`config.mk`:
```
export PLATFORM = sky130hd
export DESIGN_NAME = radio_api_frame_decoder
export DESIGN_NICKNAME = d
export VERILOG_FILES = /design/src/hw/rtl/rafd_pkg.sv /design/src/hw/rtl/radio_api_frame_decoder.sv
export SDC_FILE = /design/constraint.sdc
export NUM_CORES = 1
export LEC_CHECK = 0
export BUFFER_PORTS_ARGS = -buffer_cell sky130_fd_sc_hd__buf_2
export CAP_MARGIN = 20
export CORE_MARGIN = 2
export CORE_UTILIZATION = 44
export CTS_BUF_LIST = sky130_fd_sc_hd__clkbuf_8
export DETAILED_ROUTE_END_ITERATION = 10
export GPL_ROUTABILITY_DRIVEN = 0
export GPL_TIMING_DRIVEN = 0
export PLACE_DENSITY_LB_ADDON = 0.2
export SETUP_SLACK_MARGIN = 0.4
export SYNTH_ARGS = -nofsm -noshare
export SYNTH_HDL_FRONTEND = slang
export SYNTH_SLANG_ARGS = --single-unit
```
`constraint.sdc`:
```
create_clock -name aclk -period 25.6 [get_ports aclk]
set_input_delay 1.28 -clock aclk [delete_from_list [all_inputs] [get_ports aclk]]
set_output_delay 1.28 -clock aclk [all_outputs]
set_load 0.01 [all_outputs]
```
`src/hw/rtl/rafd_pkg.sv`:
```
// types, codes and frame layout constants for the radio api frame decoder
package rafd_pkg;

    localparam logic [7:0] DELIM = 8'h7E;
    localparam logic [7:0] SUM_GOOD = 8'hFF;
    localparam logic [7:0] MAX_PAYLOAD = 8'd128;

    localparam logic [7:0] RESET_RX_CODE = 8'h90;
    localparam logic [7:0] RESET_MODEM_CODE = 8'h8A;
    localparam logic [7:0] RESET_TX_CODE = 8'h89;
    localparam logic [7:0] RESET_EXT_CODE = 8'h8B;
    localparam logic [7:0] RESET_AT_CODE = 8'h88;

    localparam logic [7:0] CFG_RX_CODE = 8'd0;
    localparam logic [7:0] CFG_MODEM_CODE = 8'd1;
    localparam logic [7:0] CFG_TX_CODE = 8'd2;
    localparam logic [7:0] CFG_EXT_CODE = 8'd3;
    localparam logic [7:0] CFG_AT_CODE = 8'd4;

    localparam logic [15:0] MIN_LEN_RX = 16'd12;
    localparam logic [15:0] MIN_LEN_MODEM = 16'd2;
    localparam logic [15:0] MIN_LEN_TX = 16'd3;
    localparam logic [15:0] MIN_LEN_EXT = 16'd6;
    localparam logic [15:0] MIN_LEN_AT = 16'd5;

    localparam logic [15:0] POS_ADDR_FIRST = 16'd1;
    localparam logic [15:0] POS_ADDR_LAST = 16'd8;
    localparam logic [15:0] POS_RX_OPTIONS = 16'd11;
    localparam logic [15:0] POS_RX_PAYLOAD = 16'd12;
    localparam logic [15:0] POS_IDENT = 16'd1;
    localparam logic [15:0] POS_MODEM_STATUS = 16'd1;
    localparam logic [15:0] POS_TX_STATUS = 16'd2;
    localparam logic [15:0] POS_EXT_RETRY = 16'd4;
    localparam logic [15:0] POS_EXT_STATUS = 16'd5;
    localparam logic [15:0] POS_AT_STATUS = 16'd4;
    localparam logic [15:0] POS_AT_PAYLOAD = 16'd5;

    typedef enum logic [1:0] {
        OUTCOME_OK       = 2'd0,
        OUTCOME_BAD_SUM  = 2'd1,
        OUTCOME_BAD_TYPE = 2'd2,
        OUTCOME_BAD_LEN  = 2'd3
    } outcome_t;

    typedef enum logic [2:0] {
        KIND_NONE,
        KIND_RX,
        KIND_MODEM,
        KIND_TX,
        KIND_EXT,
        KIND_AT
    } kind_t;

    typedef enum logic [1:0] {
        HDR_LEN_HI,
        HDR_LEN_LO,
        HDR_BODY
    } hdr_t;

    typedef struct packed {
        logic [7:0] rx_code;
        logic [7:0] modem_code;
        logic [7:0] tx_code;
        logic [7:0] ext_code;
        logic [7:0] at_code;
    } codes_t;

    typedef struct packed {
        logic [7:0]  payload_byte;
        logic        frame_end;
        outcome_t    outcome;
        logic [7:0]  api_type;
        logic [63:0] source_address;
        logic [7:0]  rx_options;
        logic [7:0]  frame_ident;
        logic [7:0]  delivery_status;
        logic [7:0]  tx_retries;
        logic [7:0]  payload_length;
    } result_t;

    function automatic kind_t kind_of(input logic [7:0] t, input codes_t c);
        kind_t k;
        if (t == c.rx_code) k = KIND_RX;
        else if (t == c.modem_code) k = KIND_MODEM;
        else if (t == c.tx_code) k = KIND_TX;
        else if (t == c.ext_code) k = KIND_EXT;
        else if (t == c.at_code) k = KIND_AT;
        else k = KIND_NONE;
        return k;
    endfunction

endpackage

```
`src/hw/rtl/radio_api_frame_decoder.sv`:
```
// radio api frame decoder: delimiter hunt, header, field capture, checksum and summary
//
// Takes one received byte per item and accepts a byte every clock, with the
// decision for each byte made combinationally by the byte-position decode
// between the input port and the result register. A payload byte or frame
// summary shows on the m_ side the cycle after its byte is accepted; the
// next byte is taken in the same cycle that a waiting result is taken, so a
// stalled result channel holds the input only while the result register is
// full and not being drained. Type codes come from five 8-bit registers on
// the cfg port (index 0 to 4); writes to other indexes are ignored.
module radio_api_frame_decoder
    import rafd_pkg::*;
(
    input  logic        aclk,
    input  logic        aresetn,
    input  logic        s_valid,
    output logic        s_ready,
    input  logic [7:0]  s_rx_byte,
    output logic        m_valid,
    input  logic        m_ready,
    output logic [7:0]  m_payload_byte,
    output logic        m_frame_end,
    output logic [1:0]  m_outcome,
    output logic [7:0]  m_api_type,
    output logic [63:0] m_source_address,
    output logic [7:0]  m_rx_options,
    output logic [7:0]  m_frame_ident,
    output logic [7:0]  m_delivery_status,
    output logic [7:0]  m_tx_retries,
    output logic [7:0]  m_payload_length,
    input  logic        cfg_valid,
    output logic        cfg_ready,
    input  logic [7:0]  cfg_index,
    input  logic [7:0]  cfg_data
);

    codes_t      codes_reg;
    logic        in_frame_reg, in_frame_next;
    hdr_t        hdr_reg, hdr_next;
    logic [15:0] pos_reg, pos_next;
    logic [15:0] len_reg, len_next;
    logic [7:0]  sum_reg, sum_next;
    logic [7:0]  type_reg, type_next;
    logic [63:0] addr_reg, addr_next;
    logic [7:0]  opt_reg, opt_next;
    logic [7:0]  ident_reg, ident_next;
    logic [7:0]  status_reg, status_next;
    logic [7:0]  retry_reg, retry_next;
    logic [7:0]  count_reg, count_next;
    logic        m_valid_reg;
    result_t     res_reg;
    result_t     res;
    logic        res_valid;
    logic        s_accept;
    logic [7:0]  sum_new;
    logic [7:0]  type_eff;
    kind_t       kind;
    kind_t       end_kind;
    logic [15:0] min_len;
    logic [16:0] max_len;

    assign s_ready = !m_valid_reg || m_ready;
    assign s_accept = s_valid && s_ready;
    assign cfg_ready = 1'b1;

    always_ff @(posedge aclk) begin
        if (!aresetn) begin
            codes_reg.rx_code <= RESET_RX_CODE;
            codes_reg.modem_code <= RESET_MODEM_CODE;
            codes_reg.tx_code <= RESET_TX_CODE;
            codes_reg.ext_code <= RESET_EXT_CODE;
            codes_reg.at_code <= RESET_AT_CODE;
        end else if (cfg_valid) begin
            unique case (cfg_index)
                CFG_RX_CODE:    codes_reg.rx_code <= cfg_data;
                CFG_MODEM_CODE: codes_reg.modem_code <= cfg_data;
                CFG_TX_CODE:    codes_reg.tx_code <= cfg_data;
                CFG_EXT_CODE:   codes_reg.ext_code <= cfg_data;
                CFG_AT_CODE:    codes_reg.at_code <= cfg_data;
                default: ;
            endcase
        end
    end

    assign sum_new = sum_reg + s_rx_byte;
    assign type_eff = (pos_reg == 16'd0) ? s_rx_byte : type_reg;
    assign kind = kind_of(type_eff, codes_reg);
    assign end_kind = (len_reg == 16'd0) ? KIND_NONE : kind_of(type_reg, codes_reg);

    always_comb begin
        unique case (end_kind)
            KIND_RX: begin
                min_len = MIN_LEN_RX;
                max_len = 17'({8'd0, MAX_PAYLOAD}) + 17'(MIN_LEN_RX);
            end
            KIND_MODEM: begin
                min_len = MIN_LEN_MODEM;
                max_len = 17'h1FFFF;
            end
            KIND_TX: begin
                min_len = MIN_LEN_TX;
                max_len = 17'h1FFFF;
            end
            KIND_EXT: begin
                min_len = MIN_LEN_EXT;
                max_len = 17'h1FFFF;
            end
            KIND_AT: begin
                min_len = MIN_LEN_AT;
                max_len = 17'({8'd0, MAX_PAYLOAD}) + 17'(MIN_LEN_AT);
            end
            default: begin
                min_len = 16'd0;
                max_len = 17'h1FFFF;
            end
        endcase
    end

    always_comb begin
        in_frame_next = in_frame_reg;
        hdr_next = hdr_reg;
        pos_next = pos_reg;
        len_next = len_reg;
        sum_next = sum_reg;
        type_next = type_reg;
        addr_next = addr_reg;
        opt_next = opt_reg;
        ident_next = ident_reg;
        status_next = status_reg;
        retry_next = retry_reg;
        count_next = count_reg;
        res = '0;
        res_valid = 1'b0;
        if (s_accept) begin
            if (!in_frame_reg) begin
                if (s_rx_byte == DELIM) begin
                    in_frame_next = 1'b1;
                    hdr_next = HDR_LEN_HI;
                    pos_next = '0;
                    len_next = '0;
                    sum_next = '0;
                    type_next = '0;
                    addr_next = '0;
                    opt_next = '0;
                    ident_next = '0;
                    status_next = '0;
                    retry_next = '0;
                    count_next = '0;
                end
            end else begin
                unique case (hdr_reg)
                    HDR_LEN_HI: begin
                        len_next = {s_rx_byte, 8'h00};
                        hdr_next = HDR_LEN_LO;
                    end
                    HDR_LEN_LO: begin
                        len_next = {len_reg[15:8], s_rx_byte};
                        hdr_next = HDR_BODY;
                        pos_next = '0;
                    end
                    HDR_BODY: begin
                        sum_next = sum_new;
                        if (pos_reg >= len_reg) begin
                            // checksum byte closes the frame
                            res_valid = 1'b1;
                            res.frame_end = 1'b1;
                            if (sum_new != SUM_GOOD) res.outcome = OUTCOME_BAD_SUM;
                            else if (len_reg == 16'd0) res.outcome = OUTCOME_BAD_LEN;
                            else if (end_kind == KIND_NONE) res.outcome = OUTCOME_BAD_TYPE;
                            else if (len_reg < min_len || {1'b0, len_reg} > max_len)
                                res.outcome = OUTCOME_BAD_LEN;
                            else res.outcome = OUTCOME_OK;
                            res.api_type = (len_reg == 16'd0) ? 8'd0 : type_reg;
                            if (end_kind == KIND_RX) begin
                                res.source_address = addr_reg;
                                res.rx_options = opt_reg;
                            end
                            if (end_kind == KIND_TX || end_kind == KIND_EXT)
                                res.frame_ident = ident_reg;
                            if (end_kind != KIND_NONE && end_kind != KIND_RX)
                                res.delivery_status = status_reg;
                            if (end_kind == KIND_EXT) res.tx_retries = retry_reg;
                            res.payload_length = count_reg;
                            in_frame_next = 1'b0;
                            hdr_next = HDR_LEN_HI;
                        end else begin
                            type_next = type_eff;
                            pos_next = pos_reg + 16'd1;
                            case (kind)
                                KIND_RX: begin
                                    if (pos_reg >= POS_ADDR_FIRST && pos_reg <= POS_ADDR_LAST)
                                        addr_next = {addr_reg[55:0], s_rx_byte};
                                    else if (pos_reg == POS_RX_OPTIONS) opt_next = s_rx_byte;
                                end
                                KIND_MODEM: begin
                                    if (pos_reg == POS_MODEM_STATUS) status_next = s_rx_byte;
                                end
                                KIND_TX: begin
                                    if (pos_reg == POS_IDENT) ident_next = s_rx_byte;
                                    else if (pos_reg == POS_TX_STATUS) status_next = s_rx_byte;
                                end
                                KIND_EXT: begin
                                    if (pos_reg == POS_IDENT) ident_next = s_rx_byte;
                                    else if (pos_reg == POS_EXT_RETRY) retry_next = s_rx_byte;
                                    else if (pos_reg == POS_EXT_STATUS) status_next = s_rx_byte;
                                end
                                KIND_AT: begin
                                    if (pos_reg == POS_AT_STATUS) status_next = s_rx_byte;
                                end
                                default: ;
                            endcase
                            if (((kind == KIND_RX && pos_reg >= POS_RX_PAYLOAD) ||
                                 (kind == KIND_AT && pos_reg >= POS_AT_PAYLOAD)) &&
                                count_reg < MAX_PAYLOAD) begin
                                count_next = count_reg + 8'd1;
                                res_valid = 1'b1;
                                res.payload_byte = s_rx_byte;
                            end
                        end
                    end
                    default: ;
                endcase
            end
        end
    end

    always_ff @(posedge aclk) begin
        if (!aresetn) begin
            in_frame_reg <= 1'b0;
            hdr_reg <= HDR_LEN_HI;
            pos_reg <= '0;
            len_reg <= '0;
            sum_reg <= '0;
            type_reg <= '0;
            addr_reg <= '0;
            opt_reg <= '0;
            ident_reg <= '0;
            status_reg <= '0;
            retry_reg <= '0;
            count_reg <= '0;
        end else begin
            in_frame_reg <= in_frame_next;
            hdr_reg <= hdr_next;
            pos_reg <= pos_next;
            len_reg <= len_next;
            sum_reg <= sum_next;
            type_reg <= type_next;
            addr_reg <= addr_next;
            opt_reg <= opt_next;
            ident_reg <= ident_next;
            status_reg <= status_next;
            retry_reg <= retry_next;
            count_reg <= count_next;
        end
    end

    always_ff @(posedge aclk) begin
        if (!aresetn) begin
            m_valid_reg <= 1'b0;
        end else if (s_ready) begin
            m_valid_reg <= res_valid;
        end
    end

    always_ff @(posedge aclk) begin
        if (s_ready && res_valid) begin
            res_reg <= res;
        end
    end

    assign m_valid = m_valid_reg;
    assign m_payload_byte = res_reg.payload_byte;
    assign m_frame_end = res_reg.frame_end;
    assign m_outcome = res_reg.outcome;
    assign m_api_type = res_reg.api_type;
    assign m_source_address = res_reg.source_address;
    assign m_rx_options = res_reg.rx_options;
    assign m_frame_ident = res_reg.frame_ident;
    assign m_delivery_status = res_reg.delivery_status;
    assign m_tx_retries = res_reg.tx_retries;
    assign m_payload_length = res_reg.payload_length;

    // payload items carry nothing but the data byte
    a_payload_clean: assert property (@(posedge aclk) disable iff (!aresetn)
        m_valid_reg && !res_reg.frame_end |->
            res_reg.payload_length == 8'd0 && res_reg.outcome == OUTCOME_OK &&
            res_reg.api_type == 8'd0)
        else $error("payload item with summary fields set");

    // summary items never carry a data byte
    a_summary_clean: assert property (@(posedge aclk) disable iff (!aresetn)
        m_valid_reg && res_reg.frame_end |-> res_reg.payload_byte == 8'd0)
        else $error("summary item with nonzero data byte");

    a_count_limit: assert property (@(posedge aclk) disable iff (!aresetn)
        count_reg <= MAX_PAYLOAD)
        else $error("payload count past limit");

    // a summary closes the frame and returns to delimiter hunt
    a_summary_leaves_frame: assert property (@(posedge aclk) disable iff (!aresetn)
        s_accept && res_valid && res.frame_end |=> !in_frame_reg && hdr_reg == HDR_LEN_HI)
        else $error("frame still open after summary");

    // results only come from body bytes of an open frame
    a_result_in_body: assert property (@(posedge aclk) disable iff (!aresetn)
        res_valid |-> in_frame_reg && hdr_reg == HDR_BODY && s_accept)
        else $error("result outside frame body");

endmodule

```
## Word-level counts from Yosys, hierarchy flattened

Cells that the tools add are included.

| word-level totals | value |
|---|---|
| memories | 0 |
| register bits after elaboration | 319 |
| memory bits (read-only) | 0 |
| RAM bits | 0 |
| bits in latches | 0 |
| input port bits | 29 |
| word-level logic and storage cells | 238 |

| cells by class | value |
|---|---|
| multiplexer cells | 85 |
| shift operators | 0 |
| bitwise logic cells | 5 |
| order comparisons | 8 |
| reduce and logical (&&, ||, !) cells | 46 |
| $mul | 0 |
| eq/ne operators | 61 |
| div/mod/pow operators | 0 |
| $add $sub $neg | 3 |

Operator list:

| kind | count |
|---|---|
| 64-bit two-way mux | 6 |
| 8-bit two-way mux | 40 |
| 115-bit two-way mux | 1 |
| 8-bit == test | 10 |
| 72-bit two-way mux | 1 |
| 16-bit two-way mux | 4 |
| 16-bit case mux with 2 select lines | 2 |
| 17-bit case mux with 2 select lines | 1 |
| 3-bit two-way mux | 11 |
| 16-bit by 3-bit == test with 1-bit output (second input constant) | 2 |
| 16-bit logical NOT | 2 |
| 8-bit case mux with 4 select lines | 1 |
| 3-bit inequality test (second input constant) | 9 |
| 5-bit AND reduction | 5 |
| 4-bit case mux with 5 select lines | 1 |
| 4-bit AND reduction | 5 |
| 2-bit by 1-bit inequality test with 1-bit output (second input constant) | 9 |
| 16-bit by 17-bit > comparator with 1-bit output | 1 |
| 16-bit by 1-bit adder with 16-bit output (second input constant) | 1 |
| 16-bit by 1-bit == test with 1-bit output (second input constant) | 1 |
| 16-bit by 2-bit == test with 1-bit output (second input constant) | 1 |
| 16-bit by 4-bit == test with 1-bit output (second input constant) | 1 |
| 8-bit by 2-bit == test with 1-bit output (second input constant) | 2 |
| 16-bit by 1-bit >= comparator with 1-bit output (second input constant) | 1 |
| other kinds (40) | 90 |

## Longest topological paths before layout

Gate-level depths: netlist of run 1.

| logic depth | value |
|---|---|
| word-level depth | 18 |
| depth in mapped cells | 15 |
| depth with buffers taken out | 14 |

## Worst setup path before layout of run 1

Ideal clock, no wire load.

| timing path | value |
|---|---|
| path kind | input to register |
| from | input s_rx_byte[1] |
| to | register res_reg (netlist bit m_api_type[0]), enable pin |
| path slack | 12.946 ns |
| arrival | 11.861 ns |
| cell stages on the path | 10 |
| required time | 24.807 ns |
| library setup time | 0.793 ns |
| cell sequence | buf_2 -> xnor2_1 -> o2111ai_1 -> a2111o_1 -> o211ai_1 -> nand2_1 -> o31a_1 -> or2_2 -> clkbuf_1 -> a21boi_0 |

| on the way | value |
|---|---|
| longest elaborated chain between the ends | 17 |
| elaborated cells between the ends (all ways) | 23 |
| classes of those cells | eq/ne (7); mux (11); reduce/logical (5) |

Ends and longest elaborated chain:

| item | line | text |
|---|---|---|
| start: declaration | radio_api_frame_decoder.sv:18 | `input logic [7:0] s_rx_byte,` |
| 8-bit two-way mux * | radio_api_frame_decoder.sv:86 | `assign type_eff = (pos_reg == 16'd0) ? s_rx_byte : type_reg;` |
| 8-bit == test | rafd_pkg.sv:87 | `else if (t == c.at_code) k = KIND_AT;` |
| 3-bit two-way mux | rafd_pkg.sv:87 |  |
| 3-bit two-way mux | rafd_pkg.sv:86 | `else if (t == c.ext_code) k = KIND_EXT;` |
| 3-bit two-way mux | rafd_pkg.sv:85 | `else if (t == c.tx_code) k = KIND_TX;` |
| 3-bit two-way mux | rafd_pkg.sv:84 | `else if (t == c.modem_code) k = KIND_MODEM;` |
| 3-bit two-way mux * | rafd_pkg.sv:83 | `if (t == c.rx_code) k = KIND_RX;` |
| 3-bit by 1-bit == test with 1-bit output / 3-bit == test (equally long branches) | radio_api_frame_decoder.sv:212, radio_api_frame_decoder.sv:213 |  |
| 1-bit logical AND, on equally long branches | radio_api_frame_decoder.sv:212, radio_api_frame_decoder.sv:213 |  |
| 1-bit logical OR * | radio_api_frame_decoder.sv:212 | `if (((kind == KIND_RX && pos_reg >= POS_RX_PAYLOAD) \|\|` |
| 1-bit logical AND * | radio_api_frame_decoder.sv:213 | `(kind == KIND_AT && pos_reg >= POS_AT_PAYLOAD)) &&` |
| 1-bit two-way mux * | radio_api_frame_decoder.sv:212 |  |
| 1-bit two-way mux * | radio_api_frame_decoder.sv:163 | `if (pos_reg >= len_reg) begin` |
| 1-bit two-way mux * | radio_api_frame_decoder.sv:151 | `unique case (hdr_reg)` |
| 1-bit two-way mux * | radio_api_frame_decoder.sv:135 | `if (!in_frame_reg) begin` |
| 1-bit two-way mux * | radio_api_frame_decoder.sv:134 | `if (s_accept) begin` |
| 1-bit logical AND * | radio_api_frame_decoder.sv:266 | `if (s_ready && res_valid) begin` |
| end signal: assignment | radio_api_frame_decoder.sv:267 | `res_reg <= res;` |
| end: declaration | radio_api_frame_decoder.sv:51 | `result_t res_reg;` |

Every way passes the cells marked *; elsewhere a longest branch is shown, timed or not.
A chain may end at the register's enable or synchronous reset.

## Worst setup path in the final report of run 1

| timing path | value |
|---|---|
| from | register pos_reg[0] |
| to | register res_reg (netlist bit m_source_address[11]), enable pin |

| on the way | value |
|---|---|
| longest elaborated chain between the ends | 18 |
| elaborated cells between the ends (all ways) | 27 |
| classes of those cells | order compare (3); eq/ne (7); mux (11); reduce/logical (6) |

Ends and longest elaborated chain:

| item | line | text |
|---|---|---|
| start: declaration | radio_api_frame_decoder.sv:40 | `logic [15:0] pos_reg, pos_next;` |
| start signal: assignment | radio_api_frame_decoder.sv:244 | `pos_reg <= pos_next;` |
| 16-bit logical NOT | radio_api_frame_decoder.sv:86 |  |
| 8-bit two-way mux | radio_api_frame_decoder.sv:86 |  |
| 8-bit == test | rafd_pkg.sv:87 |  |
| 3-bit two-way mux | rafd_pkg.sv:87 |  |
| 3-bit two-way mux | rafd_pkg.sv:86 |  |
| 3-bit two-way mux | rafd_pkg.sv:85 |  |
| 3-bit two-way mux | rafd_pkg.sv:84 |  |
| 3-bit two-way mux | rafd_pkg.sv:83 |  |
| [2 not listed] | - |  |
| 1-bit logical OR | radio_api_frame_decoder.sv:212 |  |
| 1-bit logical AND | radio_api_frame_decoder.sv:213 |  |
| 1-bit two-way mux | radio_api_frame_decoder.sv:212 |  |
| 1-bit two-way mux * | radio_api_frame_decoder.sv:163 |  |
| 1-bit two-way mux * | radio_api_frame_decoder.sv:151 |  |
| 1-bit two-way mux * | radio_api_frame_decoder.sv:135 |  |
| 1-bit two-way mux * | radio_api_frame_decoder.sv:134 |  |
| 1-bit logical AND * | radio_api_frame_decoder.sv:266 |  |

Marked as above.

==> impl_metrics.py, run 1 <==
metrics = {
    "pwr": {
        "ir_drop_mv": 0.0304,
        "power.leakage_nw": 6.63,
        "power_per_cell_area_nw_per_um2": 57.4,
        "clockPowerShare_pct": 45.9,
        "power_mw": 1.01,
        "intPower_uw": 779,
        "combPwrFrac_pct": 2.4,
        "swShare_pct": 23.1,
        "power_frac_seq_pct": 51.7,
        "p_sw_uw": 234,
    },
    "synthesis": {
        "ys_seq_area_share_pct": 50.4,
        "synth.top_cell.area_share_pct": 26.0,
        "syn_area_um2": 15100,
        "synth_area_leaders": "dfxtp_1 26%, edfxtp_1 24%, and2_1 5.0%",
        "async_reset_ff_share_pct": 0,
        "synth.most_common_cell": "dfxtp_1",
        "ys_warn_count": 0,
        "syn_nets": 1625,
        "synth_area_leader_cell": "dfxtp_1",
        "avgSynthCellArea_um2": 9.78,
        "synthTopCellsByCount": "196 x dfxtp_1, 132 x a21oi_1, 123 x edfxtp_1, 122 x nand2_1, 121 x and2_1",
        "yosysUniqueCellTypes": 71,
        "ys_seq_elements": 319,
        "synth_edf_count": 123,
        "syn_inst": 1546,
        "synth_flop_cell": "dfxtp_1",
    },
    "clock_tree": {
        "cts_resized": 0,
        "cts_tree": "yes",
        "htreeDepth": 2,
        "clk_path_buf_depth": 3,
        "cts_inserted_buffers": 53,
        "cts.reportedPaths.clkPinSlew_ps": 70,
        "cts.sinks": 319,
        "hold_buffers": 0,
        "cts_root_buf": "clkbuf_8",
        "worstSkewPairLatency_ps": 620,
        "cts_setup_buffers": 0,
    },
    "grt": {
        "grt_pass1_vias": 11800,
        "antenna_found_initial": 0,
        "grt_use_total_pct": 23.8,
        "grt-ovfl-total": 0,
        "grt_max_degree": 32,
        "grt_pass1_wl_um": 66700,
    },
    "sta": {
        "tns_ps": 0,
        "min_period_over_period_pct": 19.1,
        "finalHoldViolCount": 0,
        "setup_viol": 0,
        "slew_headroom_pct": 32.4,
        "rsz0062_at_grt": "no",
        "worst_pin_slew_ps": 1010,
        "max_freq_mhz": 204,
        "finalMaxSlewViolations": 0,
        "skew_ps": 32.3,
        "min_period_ps": 4890,
    },
    "worst_hold_path": {
        "hold_class": "reg2reg",
        "hold_depth": 2,
    },
    "place": {
        "place_inst": 2150,
        "io_buffers": 151,
        "dp_hpwl_um": 31100,
    },
    "route": {
        "first_pass_iters": 5,
        "viasPerCell": 5.55,
        "post_drt_wl_per_cell_um": 19.1,
        "drtIter0Drc": 950,
        "drt.antenna.violating_nets": 0,
        "vias": 12500,
        "drc_errors": 0,
        "wirelength_um": 43100,
    },
    "finish": {
        "fillers": 3178,
        "final_cells": 2252,
        "drive_gt1_share_pct": 15.9,
        "syn2layout_area_growth_pct": 16.8,
        "nets": 1837,
    },
    "critical_path": {
        "worstSetupEndpointType": "flip-flop",
        "crit_required_ps": 25910,
        "cp_max_fo": 31,
        "crit_arrival_ps": 5200,
        "reg2reg_depth": 14,
        "cp-start-kind": "flip-flop",
        "crit_type": "reg2reg",
    },
    "die": {
        "die_y_um": 189,
        "fp.dieW_um": 189,
        "initial_core_util_pct": 44.9,
        "io-pin-count": 155,
        "die-area_um2": 35900,
        "rows": 67,
        "coreArea_um2": 33700,
    },
    "status": {
        "outcome": "finished clean",
    },
    "flow_run": {
        "maxCapViolCount": 0,
    },
}
[worst paths after layout]
path                       from  slack (ps)                    to
setup / recovery     pos_reg[0]       20710  m_source_address[11]
hold / removal    status_reg[3]         450         status_reg[3]
setup reg to reg     pos_reg[0]       20710  m_source_address[11]
hold reg to reg   status_reg[3]         450         status_reg[3]
[layout make-up]
type	count	area (um2)	share of cell area (%)
clock buffer	64	881	4.99
buffer	103	477	2.70
antenna	2	5.00	0.0284
clock inverter	35	223	1.26
tap	448	561	3.18
timing repair buffer	157	855	4.84
sequential	319	7620	43.1
multi-input combinational	1083	6880	39.0
inverter	41	154	0.872
[power groups by stage]
stage	Combinational (mW)	Clock (mW)	Sequential, mW
2_1_floorplan	0.0131	0	0.534
3_3_place_gp	0.0234	0	0.534
3_5_place_dp	0.0237	0	0.534
4_1_cts	0.0238	0.473	0.523
5_1_grt	0.0259	0.494	0.523
6_report	0.0243	0.465	0.523
[stage by stage]
| step | cell area, um2 | worst slack (ps) | util [%] | hold slack [ps] |
|---|---|---|---|---|
| final | 17700 | 20710 | 52.4 | 453 |
| after global routing | 17600 | 20450 | 52.4 | 475 |
| after CTS | 17600 | 20760 | 52.3 | 453 |
| after detailed placement | 16500 | 20280 | 49.1 | 443 |
| after global placement | 16400 | 7980 | 48.8 | 442 |
| after floorplan | 15100 | 12950 | - | 430 |
[kinds of logic (layout without fill, tap and decap cells)]
logic type | count (synthesis) | count (layout) | share of synthesized area [%]
other cells | 1 | 3 | 0.0248
compound gates | 354 | 354 | 14.4
flops | 319 | 319 | 50.4
buf+inv | 144 | 400 | 4.17
fa+ha+maj | 50 | 50 | 4.19
mux | 44 | 44 | 2.93
xor+xnor | 85 | 85 | 4.92
simple gates | 549 | 549 | 19.0
[critical path, cell delays in order, from the launching register on]
cell      delay, ps
dfxtp_1         340
inv_1           180
ha_1            250
nor3b_1         460
nand4_1         320
a2111o_1        480
o211ai_1        250
nand2_1          90
o31a_1          310
or2_2           300
clkbuf_1        200
a21boi_4        670
buf_12          280
buf_12          210
buf_12          220
[cells in the final DEF, fill, tap and decap left out, drive strengths merged, types with 5 or more instances in the layout]
| cell type | instances |
|---|---|
| o31ai | 9 |
| o21ai | 111 |
| and2 | 121 |
| xor2 | 41 |
| nor3 | 14 |
| o21a | 5 |
| a21o | 9 |
| or4 | 7 |
| o211ai | 8 |
| a2111oi | 6 |
| nor2 | 85 |
| nand2 | 122 |
| nand3 | 101 |
| buf | 185 |
| dfxtp | 196 |
| xnor2 | 44 |
| a211oi | 10 |
| mux2i | 42 |
| nand4 | 32 |
| o2111ai | 9 |
| inv | 60 |
| a22oi | 23 |
| o31a | 5 |
| nor4 | 18 |
| nand2b | 6 |
| a21oi | 132 |
| or3 | 8 |
| ha | 49 |
| or2 | 6 |
| and3 | 10 |
| edfxtp | 123 |
| clkinv | 12 |
| clkbuf | 139 |
[per-layer routing]
layer	wire length (um)	track usage, %	share of wire (%)	up-vias
li1	-	-	-	5968
met1	19700	33.6	46	5929
met2	18600	35.9	43	498
met3	3080	3.91	7.1	112
met4	1760	10.8	4.1	0
met5	0	0	0	-
Note: power is estimated with default switching activity, not from simulation.
==> inputs of run 2 (changes only) <==
clock period = 3.9 ns   (was 25.6 ns; I/O delays follow)
==> run 2 against run 1 <==
Against the previous run: worst setup slack worse by 20000 ps; power grew to 6.5 times the previous value; final area up 4.9%; die area stayed put; clock-buffer cell count shrank 9; largest power group unchanged; routed wire length increased by 3.0%; register-to-register slack got worse by 20000 ps; largest cell class unchanged; via count up 2.4%.
==> impl_metrics.py, run 2 (synthesized netlist as in run 1, its figures left out) <==
metrics = {
    "clock_tree": {
        "cts.sinks": 319,
        "cts_root_buf": "clkbuf_8",
        "cts.reportedPaths.clkPinSlew_ps": 70,
        "cts_tree": "yes",
        "worstSkewPairLatency_ps": 610,
        "htreeDepth": 2,
        "clk_path_buf_depth": 3,
        "cts_inserted_buffers": 53,
    },
    "sta": {
        "finalMaxSlewViolations": 0,
        "worst_pin_slew_ps": 980,
        "skew_ps": 21.3,
        "max_freq_mhz": 289,
        "setup_viol": 0,
        "min_period_ps": 3460,
        "slew_headroom_pct": 34.4,
        "finalHoldViolCount": 0,
        "tns_ps": 0,
        "min_period_over_period_pct": 88.6,
        "rsz0062_at_grt": "yes",
        "setup_ws_ps": 443,
    },
    "place": {
        "place_inst": 2149,
        "placed_cell_area_um2": 16600,
        "dp_slack_ps": -312,
        "io_buffers": 151,
        "dp_hpwl_um": 30300,
    },
    "finish": {
        "final_cells": 2310,
        "syn2layout_area_growth_pct": 22.5,
        "regArea_um2": 7630,
        "nets": 1896,
        "antenna_cells": 0,
        "multiInputGateArea_um2": 7110,
        "final_cell_mix": "188 x dfxtp_1, 161 x buf_2, 130 x a21oi_1",
        "postLayoutCellArea_um2": 18500,
        "mostFrequentLayoutCell": "dfxtp_1",
        "drive_gt1_share_pct": 19.9,
        "fillers": 3021,
        "utilization_pct": 55.0,
    },
    "die": {
        "initial_core_util_pct": 44.9,
        "io-pin-count": 155,
        "die_y_um": 189,
        "coreArea_um2": 33700,
        "die-area_um2": 35900,
        "rows": 67,
        "fp.dieW_um": 189,
    },
    "route": {
        "viasPerCell": 5.54,
        "drtIter0Drc": 1203,
        "wirelength_um": 44400,
        "vias": 12800,
        "post_drt_wl_per_cell_um": 19.2,
        "first_pass_iters": 6,
        "drc_errors": 0,
        "drt.antenna.violating_nets": 0,
    },
    "flow_run": {
        "maxCapViolCount": 0,
    },
    "critical_path": {
        "reg2reg_depth": 16,
        "crit_required_ps": 4230,
        "r2r-start": "pos_reg[1]",
        "cp_slowest_cell": "dfxtp_4",
        "cp_top_family": "buffers and inverters",
        "crit_buf_inv": 7,
        "cp-start-kind": "flip-flop",
        "critPathMaxStageDelay_ps": 360,
        "crit_arrival_ps": 3780,
        "crit_type": "reg2reg",
        "crit_top_cell": "buf_12",
        "worstReg2RegEnd": "m_source_address[62]",
        "worstSetupEndpointType": "flip-flop",
        "rrSetupSlack_ps": 440,
        "path_cells": "inv_4 -> ha_4 -> nor3b_4 -> nand4_1 -> a2111o_1 -> o211ai_1 -> buf_4 -> nand2_1 -> o31a_1 -> or2_4 -> buf_8 -> a21boi_4 -> buf_6 -> buf_12 -> buf_12 -> clkbuf_16",
        "cp_max_fo": 8,
    },
    "grt": {
        "grt_use_total_pct": 24.2,
        "antenna_found_initial": 0,
        "grt_max_degree": 17,
        "grt-ovfl-total": 0,
        "grt_pass1_wl_um": 67900,
        "grt_pass1_vias": 12100,
    },
    "pwr": {
        "ir_drop_mv": 0.221,
        "power_per_cell_area_nw_per_um2": 355,
        "power.leakage_nw": 7.01,
    },
    "status": {
        "outcome": "finished clean",
    },
    "worst_hold_path": {
        "hold_class": "in2reg",
        "whs_endpoint": "codes_reg[30]",
        "worstHoldStart": "cfg_index[1]",
        "hold_depth": 4,
    },
}
## run 2: changes by cell type in the layout (fill, tap and decap cells not counted), sizes merged
cell         change
clkbuf          -11
dlygate4sd3     +10
and2             +1
bufbuf           +2
diode            -2
clkinv          +19
bufinv           +2
buf             +47
a21boi           +1
inv             -11
## run 2: worst reg2reg max path, delay by kind of cell (launching register included)
family          cells  cell delay (ps)
flops               1              360
buf+inv             7              960
fa+ha+maj           1              140
simple gates        4              790
compound gates      4              940
## run 2: worst max-delay path by stage
stage / end / depth (start not counted) / start / slack [ps]
5_1_grt: m_outcome[1] / 15 / type_reg[7] / 350
3_5_place_dp: m_source_address[25] / 11 / pos_reg[12] / -310
3_3_place_gp: m_source_address[25] / 9 / pos_reg[12] / -2230
6_report: m_source_address[62] / 16 / pos_reg[1] / 440
4_1_cts: m_tx_retries[1] / 9 / len_reg[15] / 380
2_1_floorplan: m_api_type[0] / 11 / pos_reg[1] / -850
## run 2: routing by layer
layer | part of all wire [%] | vias up | global-route usage (%)
met1 | 44 | 6106 | 33.2
li1 | - | 6097 | -
met4 | 3.2 | 0 | 8.68
met3 | 6.9 | 101 | 3.97
met2 | 46 | 499 | 38.6
met5 | 0 | - | 0
## run 2: where the power goes
part / leakage [nW] / switching (mW) / total (mW) / internal (mW)
combinational: 3.72 / 0.120 / 0.172 / 0.0514
sequential: 2.72 / 0.000815 / 3.43 / 3.43
clock: 0.564 / 1.39 / 2.98 / 1.59
total: 7.01 / 1.51 / 6.58 / 5.07
## run 2: cell type report
class / count / area share, %
flip-flops and latches: 319 / 41.2
multi-input cells: 1085 / 38.4
repair buffers: 214 / 7.99
clock buffers: 55 / 4.09
well taps: 448 / 3.03
plain buffers: 103 / 2.82
clock inverters: 45 / 1.63
inverters: 41 / 0.858
## run 2: metrics by stage
stage               hold slack (ps)  total power [mW]
finish                         43.7              6.58
global route                   73.3              6.77
CTS                            19.8              6.61
detailed placement              443              3.66
global placement                441              3.66
floorplan                       319              3.59
## run 2: what timing repair did
| item | 4_1_cts | 5_1_grt |
|---|---|---|
| cloned | 5 | 2 |
| endpoints found under the setup margin | 219 | 314 |
| pin swaps | 13 | 21 |
| hold buffers | 10 | 0 |
| buffers inserted | 21 | 22 |
| gates resized for setup | 31 | 41 |
| endpoints found under the hold margin | 42 | 0 |
